## src/rtl/core/vfgf_pkg.sv

```systemverilog
`default_nettype none

package vfgf_pkg;

  localparam int unsigned CYCLE_LENGTH = 21;
  localparam int unsigned MAX_RESULTS  = 19;
  localparam int unsigned QUEUE_DEPTH  = 2;

  localparam int unsigned POS_W      = 5;
  localparam int unsigned COUNT_W    = 16;
  localparam int unsigned CFG_IDX_W  = 2;
  localparam int unsigned CFG_DATA_W = 5;
  localparam int unsigned SEQ_END_BIT = 6;

  localparam logic [1:0] OP_HEADER   = 2'd0;
  localparam logic [1:0] OP_DATA     = 2'd1;
  localparam logic [1:0] OP_WATCHDOG = 2'd2;

  localparam logic [2:0] KIND_SILENCE = 3'd0;
  localparam logic [2:0] KIND_REPEAT  = 3'd1;
  localparam logic [2:0] KIND_FRAME   = 3'd2;
  localparam logic [2:0] KIND_END     = 3'd3;
  localparam logic [2:0] KIND_HEADER  = 3'd4;
  localparam logic [2:0] KIND_BADSEQ  = 3'd5;

  localparam logic [CFG_IDX_W-1:0] CFG_FILL_THRESH = 2'd0;
  localparam logic [CFG_IDX_W-1:0] CFG_LATE_LIMIT  = 2'd1;

  localparam logic [CFG_DATA_W-1:0] FILL_THRESH_RST = 5'd2;
  localparam logic [CFG_DATA_W-1:0] LATE_LIMIT_RST  = 5'd18;
  localparam logic [CFG_DATA_W-1:0] LATE_CAP = CFG_DATA_W'(MAX_RESULTS - 1);

  typedef enum logic [2:0] {
    CMD_HEADER,
    CMD_END,
    CMD_WATCHDOG,
    CMD_BADSEQ,
    CMD_FRAME
  } cmd_e;

  typedef struct packed {
    cmd_e             cmd;
    logic [POS_W-1:0] pos;
  } cmd_t;

  typedef struct packed {
    logic [1:0] operation;
    logic [7:0] seq_field;
  } in_t;

  typedef struct packed {
    logic [2:0]         kind;
    logic               sync_insert;
    logic               queue_index;
    logic               last;
    logic [COUNT_W-1:0] packet_count;
    logic [COUNT_W-1:0] silence_count;
  } out_t;

endpackage

`default_nettype wire

```

## src/rtl/core/voice_frame_sequence_gap_filler_unit.sv

```systemverilog
// Voice frame sequence gap filler.
// Input channel (in_valid_i / in_stall_o / in_data_i) takes one event per
// transaction: header, data frame with raw sequence byte, or watchdog expiry.
// Output channel (out_valid_o / out_stall_i / out_data_o) returns frame
// descriptors, with last set on the final descriptor of each event.
// Config channel (cfg_valid_i / cfg_ready_o) writes the fill threshold
// (index 0) and late_limit (index 1); write only while the block is idle.
// Accepted events enter a two-entry command queue; input stalls only when
// it is full. The back-end sequencer emits descriptors one at a time into
// an output register: header, end and bad-sequence events give a single
// descriptor, a frame with gap g gives g fillers then the frame itself,
// and a dropped frame gives none. Events are registered in the queue
// before the sequencer pops them. A stalled output holds its descriptor
// and freezes the sequencer; the queue keeps taking events until full.
// Reset clears the queue, the output register, the position, mode, queue
// selector and counters, and loads thresholds 2 and 18.
`default_nettype none

module voice_frame_sequence_gap_filler_unit #(
  parameter int unsigned CycleLength = vfgf_pkg::CYCLE_LENGTH,
  parameter int unsigned QueueDepth  = vfgf_pkg::QUEUE_DEPTH
) (
  input  wire logic                            clk_i,
  input  wire logic                            rst_ni,
  input  wire logic                            in_valid_i,
  output logic                                 in_stall_o,
  input  wire vfgf_pkg::in_t                   in_data_i,
  output logic                                 out_valid_o,
  input  wire logic                            out_stall_i,
  output vfgf_pkg::out_t                       out_data_o,
  input  wire logic                            cfg_valid_i,
  output logic                                 cfg_ready_o,
  input  wire logic [vfgf_pkg::CFG_IDX_W-1:0]  cfg_index_i,
  input  wire logic [vfgf_pkg::CFG_DATA_W-1:0] cfg_data_i
);

  logic [vfgf_pkg::CFG_DATA_W-1:0] fill_thresh_q;
  logic [vfgf_pkg::CFG_DATA_W-1:0] late_limit_q;

  logic           push, queue_full, cmd_valid, cmd_pop;
  vfgf_pkg::cmd_t push_cmd, head_cmd;

  assign cfg_ready_o = 1'b1;

  always_ff @(posedge clk_i or negedge rst_ni) begin
    if (!rst_ni) begin
      fill_thresh_q <= vfgf_pkg::FILL_THRESH_RST;
      late_limit_q  <= vfgf_pkg::LATE_LIMIT_RST;
    end else if (cfg_valid_i) begin
      case (cfg_index_i)
        vfgf_pkg::CFG_FILL_THRESH: fill_thresh_q <= cfg_data_i;
        vfgf_pkg::CFG_LATE_LIMIT:  late_limit_q  <= cfg_data_i;
        default: begin
        end
      endcase
    end
  end

  vfgf_front #(
    .CycleLength(CycleLength)
  ) u_front (
    .in_valid_i  (in_valid_i),
    .in_data_i   (in_data_i),
    .in_stall_o  (in_stall_o),
    .queue_full_i(queue_full),
    .push_o      (push),
    .cmd_o       (push_cmd)
  );

  vfgf_queue #(
    .Depth(QueueDepth)
  ) u_queue (
    .clk_i  (clk_i),
    .rst_ni (rst_ni),
    .push_i (push),
    .data_i (push_cmd),
    .full_o (queue_full),
    .valid_o(cmd_valid),
    .pop_i  (cmd_pop),
    .data_o (head_cmd)
  );

  vfgf_back #(
    .CycleLength(CycleLength)
  ) u_back (
    .clk_i        (clk_i),
    .rst_ni       (rst_ni),
    .cmd_valid_i  (cmd_valid),
    .cmd_i        (head_cmd),
    .cmd_pop_o    (cmd_pop),
    .fill_thresh_i(fill_thresh_q),
    .late_limit_i (late_limit_q),
    .out_valid_o  (out_valid_o),
    .out_stall_i  (out_stall_i),
    .out_data_o   (out_data_o)
  );

endmodule

`default_nettype wire

```

## src/rtl/core/vfgf_front.sv

```systemverilog
`default_nettype none

module vfgf_front #(
  parameter int unsigned CycleLength = vfgf_pkg::CYCLE_LENGTH
) (
  input  wire logic           in_valid_i,
  input  wire vfgf_pkg::in_t  in_data_i,
  output logic                in_stall_o,
  input  wire logic           queue_full_i,
  output logic                push_o,
  output vfgf_pkg::cmd_t      cmd_o
);

  logic [vfgf_pkg::POS_W-1:0] pos;
  logic                       pos_bad;
  logic                       known;

  assign pos        = in_data_i.seq_field[vfgf_pkg::POS_W-1:0];
  assign pos_bad    = {1'b0, pos} >= (vfgf_pkg::POS_W + 1)'(CycleLength);
  assign in_stall_o = queue_full_i;

  always_comb begin
    known      = 1'b1;
    cmd_o.pos  = pos;
    cmd_o.cmd  = vfgf_pkg::CMD_HEADER;
    case (in_data_i.operation)
      vfgf_pkg::OP_HEADER: begin
        cmd_o.cmd = vfgf_pkg::CMD_HEADER;
      end
      vfgf_pkg::OP_DATA: begin
        if (in_data_i.seq_field[vfgf_pkg::SEQ_END_BIT]) begin
          cmd_o.cmd = vfgf_pkg::CMD_END;
        end else if (pos_bad) begin
          cmd_o.cmd = vfgf_pkg::CMD_BADSEQ;
        end else begin
          cmd_o.cmd = vfgf_pkg::CMD_FRAME;
        end
      end
      vfgf_pkg::OP_WATCHDOG: begin
        cmd_o.cmd = vfgf_pkg::CMD_WATCHDOG;
      end
      default: begin
        known = 1'b0;
      end
    endcase
  end

  assign push_o = in_valid_i && !queue_full_i && known;

endmodule

`default_nettype wire

```

## src/rtl/core/vfgf_queue.sv

```systemverilog
`default_nettype none

module vfgf_queue #(
  parameter int unsigned Depth = vfgf_pkg::QUEUE_DEPTH
) (
  input  wire logic            clk_i,
  input  wire logic            rst_ni,
  input  wire logic            push_i,
  input  wire vfgf_pkg::cmd_t  data_i,
  output logic                 full_o,
  output logic                 valid_o,
  input  wire logic            pop_i,
  output vfgf_pkg::cmd_t       data_o
);

  localparam int unsigned PtrW = $clog2(Depth);
  localparam int unsigned CntW = $clog2(Depth + 1);

  vfgf_pkg::cmd_t  mem_q [Depth];
  logic [PtrW-1:0] wr_ptr_q, wr_ptr_d;
  logic [PtrW-1:0] rd_ptr_q, rd_ptr_d;
  logic [CntW-1:0] count_q, count_d;
  logic            do_push, do_pop;

  assign full_o  = count_q == CntW'(Depth);
  assign valid_o = count_q != '0;
  assign data_o  = mem_q[rd_ptr_q];
  assign do_push = push_i && !full_o;
  assign do_pop  = pop_i && valid_o;

  always_comb begin
    wr_ptr_d = wr_ptr_q;
    rd_ptr_d = rd_ptr_q;
    count_d  = count_q;
    if (do_push) begin
      wr_ptr_d = (wr_ptr_q == PtrW'(Depth - 1)) ? '0 : wr_ptr_q + PtrW'(1);
    end
    if (do_pop) begin
      rd_ptr_d = (rd_ptr_q == PtrW'(Depth - 1)) ? '0 : rd_ptr_q + PtrW'(1);
    end
    if (do_push && !do_pop) begin
      count_d = count_q + CntW'(1);
    end else if (do_pop && !do_push) begin
      count_d = count_q - CntW'(1);
    end
  end

  always_ff @(posedge clk_i or negedge rst_ni) begin
    if (!rst_ni) begin
      wr_ptr_q <= '0;
      rd_ptr_q <= '0;
      count_q  <= '0;
    end else begin
      wr_ptr_q <= wr_ptr_d;
      rd_ptr_q <= rd_ptr_d;
      count_q  <= count_d;
    end
  end

  always_ff @(posedge clk_i) begin
    if (do_push) begin
      mem_q[wr_ptr_q] <= data_i;
    end
  end

endmodule

`default_nettype wire

```

## src/rtl/core/vfgf_back.sv

```systemverilog
`default_nettype none

module vfgf_back #(
  parameter int unsigned CycleLength = vfgf_pkg::CYCLE_LENGTH
) (
  input  wire logic                            clk_i,
  input  wire logic                            rst_ni,
  input  wire logic                            cmd_valid_i,
  input  wire vfgf_pkg::cmd_t                  cmd_i,
  output logic                                 cmd_pop_o,
  input  wire logic [vfgf_pkg::CFG_DATA_W-1:0] fill_thresh_i,
  input  wire logic [vfgf_pkg::CFG_DATA_W-1:0] late_limit_i,
  output logic                                 out_valid_o,
  input  wire logic                            out_stall_i,
  output vfgf_pkg::out_t                       out_data_o
);

  localparam int unsigned PosW = vfgf_pkg::POS_W;
  localparam int unsigned CntW = vfgf_pkg::COUNT_W;

  typedef enum logic {
    ST_IDLE,
    ST_RUN
  } state_e;

  state_e          state_q, state_d;
  logic [PosW-1:0] exp_q, exp_d;
  logic            net_q, net_d;
  logic            wq_q, wq_d;
  logic [CntW-1:0] frames_q, frames_d;
  logic [CntW-1:0] fillers_q, fillers_d;
  logic [PosW-1:0] remain_q, remain_d;
  logic [2:0]      filler_kind_q, filler_kind_d;
  logic            out_valid_q, out_valid_d;
  vfgf_pkg::out_t  out_q, out_d;

  logic            out_free;
  logic [CntW-1:0] frames_inc, fillers_inc;
  logic [PosW:0]   exp_wide, pos_w, exp_w, gap_w;
  logic [PosW-1:0] exp_next, gap;
  logic [vfgf_pkg::CFG_DATA_W-1:0] limit;

  assign out_free    = !out_valid_q || !out_stall_i;
  assign frames_inc  = (frames_q == '1) ? frames_q : frames_q + CntW'(1);
  assign fillers_inc = (fillers_q == '1) ? fillers_q : fillers_q + CntW'(1);
  assign exp_wide    = {1'b0, exp_q} + (PosW + 1)'(1);
  assign exp_next    = (exp_wide == (PosW + 1)'(CycleLength)) ? '0 : exp_wide[PosW-1:0];
  assign pos_w       = {1'b0, cmd_i.pos};
  assign exp_w       = {1'b0, exp_q};
  assign gap_w       = (pos_w >= exp_w) ? pos_w - exp_w
                                        : pos_w + (PosW + 1)'(CycleLength) - exp_w;
  assign gap         = gap_w[PosW-1:0];
  assign limit       = (late_limit_i > vfgf_pkg::LATE_CAP) ? vfgf_pkg::LATE_CAP
                                                           : late_limit_i;

  always_comb begin
    state_d       = state_q;
    exp_d         = exp_q;
    net_d         = net_q;
    wq_d          = wq_q;
    frames_d      = frames_q;
    fillers_d     = fillers_q;
    remain_d      = remain_q;
    filler_kind_d = filler_kind_q;
    out_valid_d   = out_valid_q && out_stall_i;
    out_d         = out_q;
    cmd_pop_o     = 1'b0;
    case (state_q)
      ST_IDLE: begin
        if (cmd_valid_i && out_free) begin
          cmd_pop_o = 1'b1;
          case (cmd_i.cmd)
            vfgf_pkg::CMD_HEADER: begin
              net_d       = 1'b1;
              exp_d       = '0;
              frames_d    = '0;
              fillers_d   = '0;
              out_valid_d = 1'b1;
              out_d       = '{kind: vfgf_pkg::KIND_HEADER, sync_insert: 1'b0,
                              queue_index: wq_q, last: 1'b1,
                              packet_count: '0, silence_count: '0};
            end
            vfgf_pkg::CMD_END: begin
              frames_d    = frames_inc;
              net_d       = 1'b0;
              wq_d        = ~wq_q;
              out_valid_d = 1'b1;
              out_d       = '{kind: vfgf_pkg::KIND_END, sync_insert: 1'b0,
                              queue_index: wq_q, last: 1'b1,
                              packet_count: frames_inc, silence_count: fillers_q};
            end
            vfgf_pkg::CMD_WATCHDOG: begin
              if (net_q) begin
                net_d       = 1'b0;
                wq_d        = ~wq_q;
                out_valid_d = 1'b1;
                out_d       = '{kind: vfgf_pkg::KIND_END, sync_insert: 1'b0,
                                queue_index: wq_q, last: 1'b1,
                                packet_count: frames_q, silence_count: fillers_q};
              end
            end
            vfgf_pkg::CMD_BADSEQ: begin
              out_valid_d = 1'b1;
              out_d       = '{kind: vfgf_pkg::KIND_BADSEQ, sync_insert: 1'b0,
                              queue_index: wq_q, last: 1'b1,
                              packet_count: frames_q, silence_count: fillers_q};
            end
            vfgf_pkg::CMD_FRAME: begin
              if (gap <= limit) begin
                remain_d      = gap;
                filler_kind_d = (gap > fill_thresh_i) ? vfgf_pkg::KIND_SILENCE
                                                      : vfgf_pkg::KIND_REPEAT;
                state_d       = ST_RUN;
              end
            end
            default: begin
            end
          endcase
        end
      end
      ST_RUN: begin
        if (out_free) begin
          frames_d    = frames_inc;
          exp_d       = exp_next;
          out_valid_d = 1'b1;
          if (remain_q != '0) begin
            fillers_d = fillers_inc;
            remain_d  = remain_q - PosW'(1);
            out_d     = '{kind: filler_kind_q, sync_insert: exp_q == '0,
                          queue_index: wq_q, last: 1'b0,
                          packet_count: frames_inc, silence_count: fillers_inc};
          end else begin
            state_d = ST_IDLE;
            out_d   = '{kind: vfgf_pkg::KIND_FRAME, sync_insert: exp_q == '0,
                        queue_index: wq_q, last: 1'b1,
                        packet_count: frames_inc, silence_count: fillers_q};
          end
        end
      end
      default: begin
        state_d = ST_IDLE;
      end
    endcase
  end

  always_ff @(posedge clk_i or negedge rst_ni) begin
    if (!rst_ni) begin
      state_q       <= ST_IDLE;
      exp_q         <= '0;
      net_q         <= 1'b0;
      wq_q          <= 1'b0;
      frames_q      <= '0;
      fillers_q     <= '0;
      remain_q      <= '0;
      filler_kind_q <= vfgf_pkg::KIND_SILENCE;
      out_valid_q   <= 1'b0;
      out_q         <= '0;
    end else begin
      state_q       <= state_d;
      exp_q         <= exp_d;
      net_q         <= net_d;
      wq_q          <= wq_d;
      frames_q      <= frames_d;
      fillers_q     <= fillers_d;
      remain_q      <= remain_d;
      filler_kind_q <= filler_kind_d;
      out_valid_q   <= out_valid_d;
      out_q         <= out_d;
    end
  end

  assign out_valid_o = out_valid_q;
  assign out_data_o  = out_q;

endmodule

`default_nettype wire

```

## config.mk

```make
export PLATFORM = sky130hd
export DESIGN_NAME = voice_frame_sequence_gap_filler_unit
export DESIGN_NICKNAME = d
export VERILOG_FILES = /design/src/rtl/core/vfgf_pkg.sv /design/src/rtl/core/voice_frame_sequence_gap_filler_unit.sv /design/src/rtl/core/vfgf_front.sv /design/src/rtl/core/vfgf_queue.sv /design/src/rtl/core/vfgf_back.sv
export SDC_FILE = /design/constraint.sdc
export NUM_CORES = 1
export LEC_CHECK = 0
export BUFFER_PORTS_ARGS = -buffer_cell sky130_fd_sc_hd__buf_2
export CORE_ASPECT_RATIO = 1.5
export CORE_MARGIN = 10
export CORE_UTILIZATION = 52
export CTS_CLUSTER_DIAMETER = 30
export DETAILED_ROUTE_END_ITERATION = 6
export MAX_ROUTING_LAYER = met4
export PLACE_DENSITY = 0.71
export SLEW_MARGIN = 40
export SYNTH_ARGS = -nofsm -noshare
export SYNTH_HDL_FRONTEND = slang
export SYNTH_SLANG_ARGS = --single-unit
```

## constraint.sdc

```tcl
create_clock -name clk_i -period 6.6 [get_ports clk_i]
set_clock_uncertainty 0.15 [all_clocks]
set_input_delay 1.32 -clock clk_i [delete_from_list [all_inputs] [get_ports clk_i]]
set_output_delay 1.32 -clock clk_i [all_outputs]
set_load 0.02 [all_outputs]
```

; ---- Yosys cells after proc, flatten, opt, wreduce, memory -nomap -nowiden
; Memory sizes are Yosys's and may differ from the RTL's.
; Index checks and enable logic that the tools add are counted.
; Widths: inputs -> output; s select.
[totals]
wordCells = 153
inputBits = 22
out_inout_bits = 41
n_memories = 1
regBits = 101
ram_bits = 16
[classes]
eq_ne = 21
reduce_logical = 36
n_mux = 57
addsub = 11
bitwise = 2
magnitude_cmp = 5
[mem_list]
columns = memory, words, width, read_ports, rd_ports_with_merged_regs, write_ports, line_no
row1 = u_queue.mem_q, 2, 8, 1, 0, 1, vfgf_queue.sv:19  ; vfgf_pkg::cmd_t mem_q [Depth];
[op_table]
columns = operator, n
row1 = $mux 38, 4
row2 = $pmux 38 s4, 1
row3 = $mux 16, 8
row4 = $pmux 16 s2, 3
row5 = $pmux 38 s2, 1
row6 = $mux 5, 11
row7 = $add 16x1->16 const B, 2
row8 = $eq 16x16->1 const B, 2
row9 = $pmux 5 s2, 2
row10 = $mux 1, 17
row11 = $reduce_and 4->1, 4
row12 = $pmux 1 s2, 5
row13 = $sub 5x5->5, 2
row14 = $reduce_and 3->1, 3
row15 = $logic_and 1x1->1, 8
row16 = $ne 2x2->1 const B, 4
row17 = $reduce_bool 2->1, 4
row18 = $add 5x1->6 const B, 1
row19 = $eq 3x2->1 const B, 2
row20 = $eq 6x5->1 const B, 1
row21 = $mux 3, 2
row22 = $ne 2x1->1 const B, 3
row23 = $pmux 3 s2, 1
row24 = $reduce_or 3->1, 2
row25 = 28 further kinds, 39

; ---- Longest topological paths before layout
[logic_depth]
ltp_word = 9
ltp_mapped = 18
ltp_nobuf = 16

; ---- By module
; Synthesis repeated with hierarchy kept, for this count alone.
[hier_totals]
cells_unflattened = 734
hier_area_um2 = 6892.9
[by_module_without_submodules]
columns = module, n_inst, area_each_um2, seq_area_each_um2, cells_per_inst
row1 = vfgf_back, 1, 5549.1, 2127.0, 645
row2 = vfgf_queue, 1, 783.3, 580.6, 44
row3 = voice_frame_sequence_gap_filler_unit, 1, 404.1, 254.0, 24
row4 = vfgf_front, 1, 156.4, 0.0, 21

; ---- Least setup slack after synthesis
; Ideal clock, no wire load.
[synth_timing]
path_kind = register to register
startpoint = reg u_queue.rd_ptr_q
endpoint = reg u_back.remain_q[2]
arrival_ns = 3.922
setup_slack_ns = 2.406
setup_ns = 0.123
path_buffers = 2
path_stages_with_launch = 15
required_ns = 6.327
period_less_slack_ns = 4.194
cell_sequence = dfrtp_1 -> buf_6 -> clkbuf_1 -> mux2_2 -> ha_1 -> fa_1 -> a21oi_1 -> mux2_2 -> ha_1 -> nand2b_1 -> a21oi_1 -> o31a_1 -> nor3_1 -> nand3_1 -> o221a_2
[synth_between]
elab_chain_cells = 8
elab_cells_between_ends = 15
classes_between = 3 x add/sub / 2 x order compare / 3 x eq/ne / 5 x mux / 1 x reduce/logical / 1 x memory
[synth_lines]
columns = element, line_no
row1 = from (decl), vfgf_queue.sv:21  ; logic [PtrW-1:0] rd_ptr_q, rd_ptr_d;
row2 = from (signal assigned), vfgf_queue.sv:55  ; rd_ptr_q <= rd_ptr_d;
row3 = $mem_v2 2x8 *, --
row4 = branches (longest 7 deep; another with $add 5x5->5), --
row5 = to (signal assigned), vfgf_back.sv:165  ; remain_q <= remain_d;
row6 = to (decl), vfgf_back.sv:32  ; logic [PosW-1:0] remain_q, remain_d;
; Mark *: on every way between the ends. The select of a mux whose other input is x is not followed.
; A chain may end at the register's enable or synchronous reset.

; ---- Worst setup path in the final report
; Ends and elaborated chain as after synthesis.

==> reports/metrics.csv <==
metric;value;unit
status;complete, no violations;
Cell Area, Synth;7080;um^2
Sequential Power Share;28.0;%
GR met2 Demand/Resource;34.0;%
met3 usage;4.06;%
R2R cell count;14;
CTS clk-pin slew, worst paths;50;ps
Synth Area in Simple Gates;19.2;%
Synth Flop Type;dfrtp_1;
top cell type's share of synthesized area;33.9;%
XOR/XNOR Fraction of Synth Area;2.85;%
Fin Setup TNS;0;ps
Sw Share;43.0;%
worst-margin pin slew;813;ps
synth top area cells;dfrtp_1 34%, edfxtp_1 6.8%, ha_1 5.7%, o21ai_0 5.3%, a21oi_1 4.9%;
Max clock buf depth;2;
Critical Setup Path Class;reg -> reg;
Initial Util;52.8;%
share of layout cells above drive strength 1;15.8;%
Critical path buffers and inverters;2;
Hold Slack;317;ps
Die H;163;um
Slew Viols, Final;0;
Post-synth ARST share;86.1;%
worst-path fanout max;21;
DIE AREA;18800;um^2
Post-Syn Nets;838;
CTS tree;yes;
row cnt;52;
sequential share of the synthesized area;41.8;%
Distinct cells, synth;78;
first-pass GRT wire length;31100;um
placed cell count;966;
RSZ-0062 raised after global routing;false;
Comb pwr share;46.5;%
gr usage total;20.8;%
sw power;1.62;mW
fin cells;998;
yosys warns;0;
Hold EP;u_back.out_data_o[33];
Max Clock Freq;206;MHz
most frequent CP cell;o21ai_0;
H-tree depth;4;
CTS buffer count;17;
Antenna Nets Post-Route;0;
P_leak;3.52;nW
WP data required;6750;ps
Hold Path Class;reg -> reg;
# diodes;0;
Gate Count Post-Synth;781;
Final Power;3.78;mW
DR vias;6342;
crit-path cells;mux2i_1 -> inv_1 -> ha_1 -> inv_1 -> o21ai_0 -> a21oi_1 -> o21ai_0 -> ha_1 -> o21ai_0 -> a21oi_1 -> o31a_1 -> nor3_1 -> nand3_1 -> o221a_2;
number of flops mapped to enable cells by yosys;16;
vias in the first global route;6310;
hold depth;2;
GP Congestion;1.02;
most congested layer reported by global routing;met2;
CP peak stage delay;870;ps
width of the die;115;um
number of synthesized register bits;115;
Routed WL;18800;um
Reg-to-Reg End;u_back.remain_q[2];
Final min period;4850;ps
Design Area, Final;8070;um^2
DP HPWL;13200;um
Crit path depth;14;
R2R setup slack;1750;ps
GRT overflow;0;
startpoint class of the critical path;flop;
final-report setup violation count;0;
post-CTS resize count;0;
Clock Latency Late Sink;420;ps
syn avg cell area;9.06;um^2
M1 GR Usage;23.9;%
Post-DP Area;7440;um^2
clock root buffer;clkbuf_16;
IO Count;63;
Iter 0 DRT Violations;470;
post-synth top area cell;dfrtp_1;
Pre-Repair DR Iteration Count;5;
HP Start;u_back.out_data_o[33];
fin crit share;73.5;%
synthesis-to-layout area growth;13.9;%
P_int;2.15;mW
max_cap viols;0;
mux cell area share after synthesis;3.25;%
crit end category;flop;
adder-cell share of the synthesized area;6.50;%
Final Net Count;880;
FF-to-FF Start;u_queue.rd_ptr_q;
family with the most delay on the worst path;compound AO/OA/AOI/OAI gates;
PwrDens;469;nW/um^2
Core ar.;13400;um^2
final hold vios;0;
clock share of power;25.5;%
critical path arrival;5000;ps
Compound-Gate Fraction of Synth Area;22.1;%
CTS Hold Buffers Added;0;
DR DRC count;0;
relative slew slack;45.8;%
slowest stage cell, crit path;dfrtp_1;
PortBufs;59;
VDD IR max;0.000265;V
FF+latch area;2960;um^2
TritonCTS Sinks;115;
area taken by multi-input logic gates;3840;um^2
vias per inst;6.35;
initial antenna violation count;0;
fill count;1138;
setup bufs post-CTS;0;
DR WL/cell;18.9;um
combinational family with the most area after synthesis;compound AO/OA/AOI/OAI gates;
largest net degree at the start of global routing;75;
## flip-flops by register name, indices dropped and copies added (netlist names), 2 cells and up
register	cells
u_back.exp_q	5
u_queue.count_q	2
u_back.out_data_o	38
u_back.remain_q	5
fill_thresh_q	5
u_back.frames_q	16
u_back.fillers_q	16
u_queue.mem_q	16
late_limit_q	5
## worst register-to-register path, stage by stage, from the launching register on
cell     delay, ps
dfrtp_1        870
mux2i_1        430
inv_1          140
ha_1           320
inv_1          100
o21ai_0        100
a21oi_1        470
o21ai_0        320
ha_1           370
o21ai_0        220
a21oi_1         70
o31a_1         300
nor3_1         310
nand3_1        240
o221a_2        350
## power groups by stage
stage               clock (mW)  combinational, mW  sequential (mW)
floorplan                    0               1.20             1.10
global placement             0               1.66             1.05
detailed placement           0               1.73             1.07
CTS                      0.970               1.75             1.06
global route              1.01               1.94             1.08
finish                   0.962               1.76             1.06
## how the worst max path moves through the flow
stage	start	endpoint	slack, ps
2_1_floorplan	u_queue.rd_ptr_q	u_back.remain_q[2]	2410
5_1_grt	u_queue.rd_ptr_q	u_back.remain_q[2]	1500
4_1_cts	u_queue.rd_ptr_q	u_back.remain_q[2]	1890
3_5_place_dp	u_queue.rd_ptr_q	u_back.remain_q[2]	1930
6_report	u_queue.rd_ptr_q	u_back.remain_q[2]	1750
3_3_place_gp	u_queue.rd_ptr_q	u_back.remain_q[2]	2030
## logic make-up after synthesis
logic type	after synthesis
other	1
AO/OA/AOI/OAI	249
flip-flops	115
buffers and inverters	71
multiplexers	21
adder cells (fa/ha/maj)	35
XOR/XNOR	23
AND/OR/NAND/NOR	266
## per-stage QoR
| stage | setup WS (ps) | utilization [%] |
|---|---|---|
| 2_1_floorplan | 2410 | - |
| 3_3_place_gp | 2030 | 55.5 |
| 3_5_place_dp | 1930 | 55.5 |
| 4_1_cts | 1890 | 60.1 |
| 5_1_grt | 1500 | 60.2 |
| 6_report | 1750 | 60.2 |
## cell type report
type                    count  share of cell area (%)
multi-input cells         595                    47.6
flip-flops and latches    115                    36.7
clock buffers              17                    5.27
repair buffers             63                    4.11
well taps                 162                    2.51
clock inverters            15                    2.36
inverters                  31                    1.44
## cells in the final DEF, fill, tap and decap left out, types with 7 or more instances in the layout
master,instances
a21o_1,7
nand2b_1,8
xor2_1,12
and3_1,9
a21oi_1,69
nand3_1,29
o211ai_1,8
nor3_1,17
nor2_1,70
a31oi_1,15
o21ai_0,75
mux2_2,13
xnor2_1,11
buf_2,58
dfrtp_1,96
mux2i_1,7
ha_1,32
inv_1,31
clkbuf_16,17
o31ai_1,14
edfxtp_1,16
nand2_1,77
nand4_1,8
## layer usage
metal / part of all wire (%) / up-vias
met3: 6.3 / 53
li1: - / 2938
met4: 2.8 / 0
met1: 40 / 3099
met5: 0 / -
met2: 50 / 252
## synthesized netlist by cell type (9+ instances only)
library cell  number
a21oi_1           69
a31oi_1           15
and3_1             9
buf_2             15
clkbuf_1          21
dfrtp_1           96
edfxtp_1          16
ha_1              32
inv_1             31
mux2_2            13
nand2_1           77
nand3_1           29
nor2_1            70
nor3_1            17
o21ai_0           75
o31ai_1           14
xnor2_1           11
xor2_1            12
(Power assumes the default switching activity.)
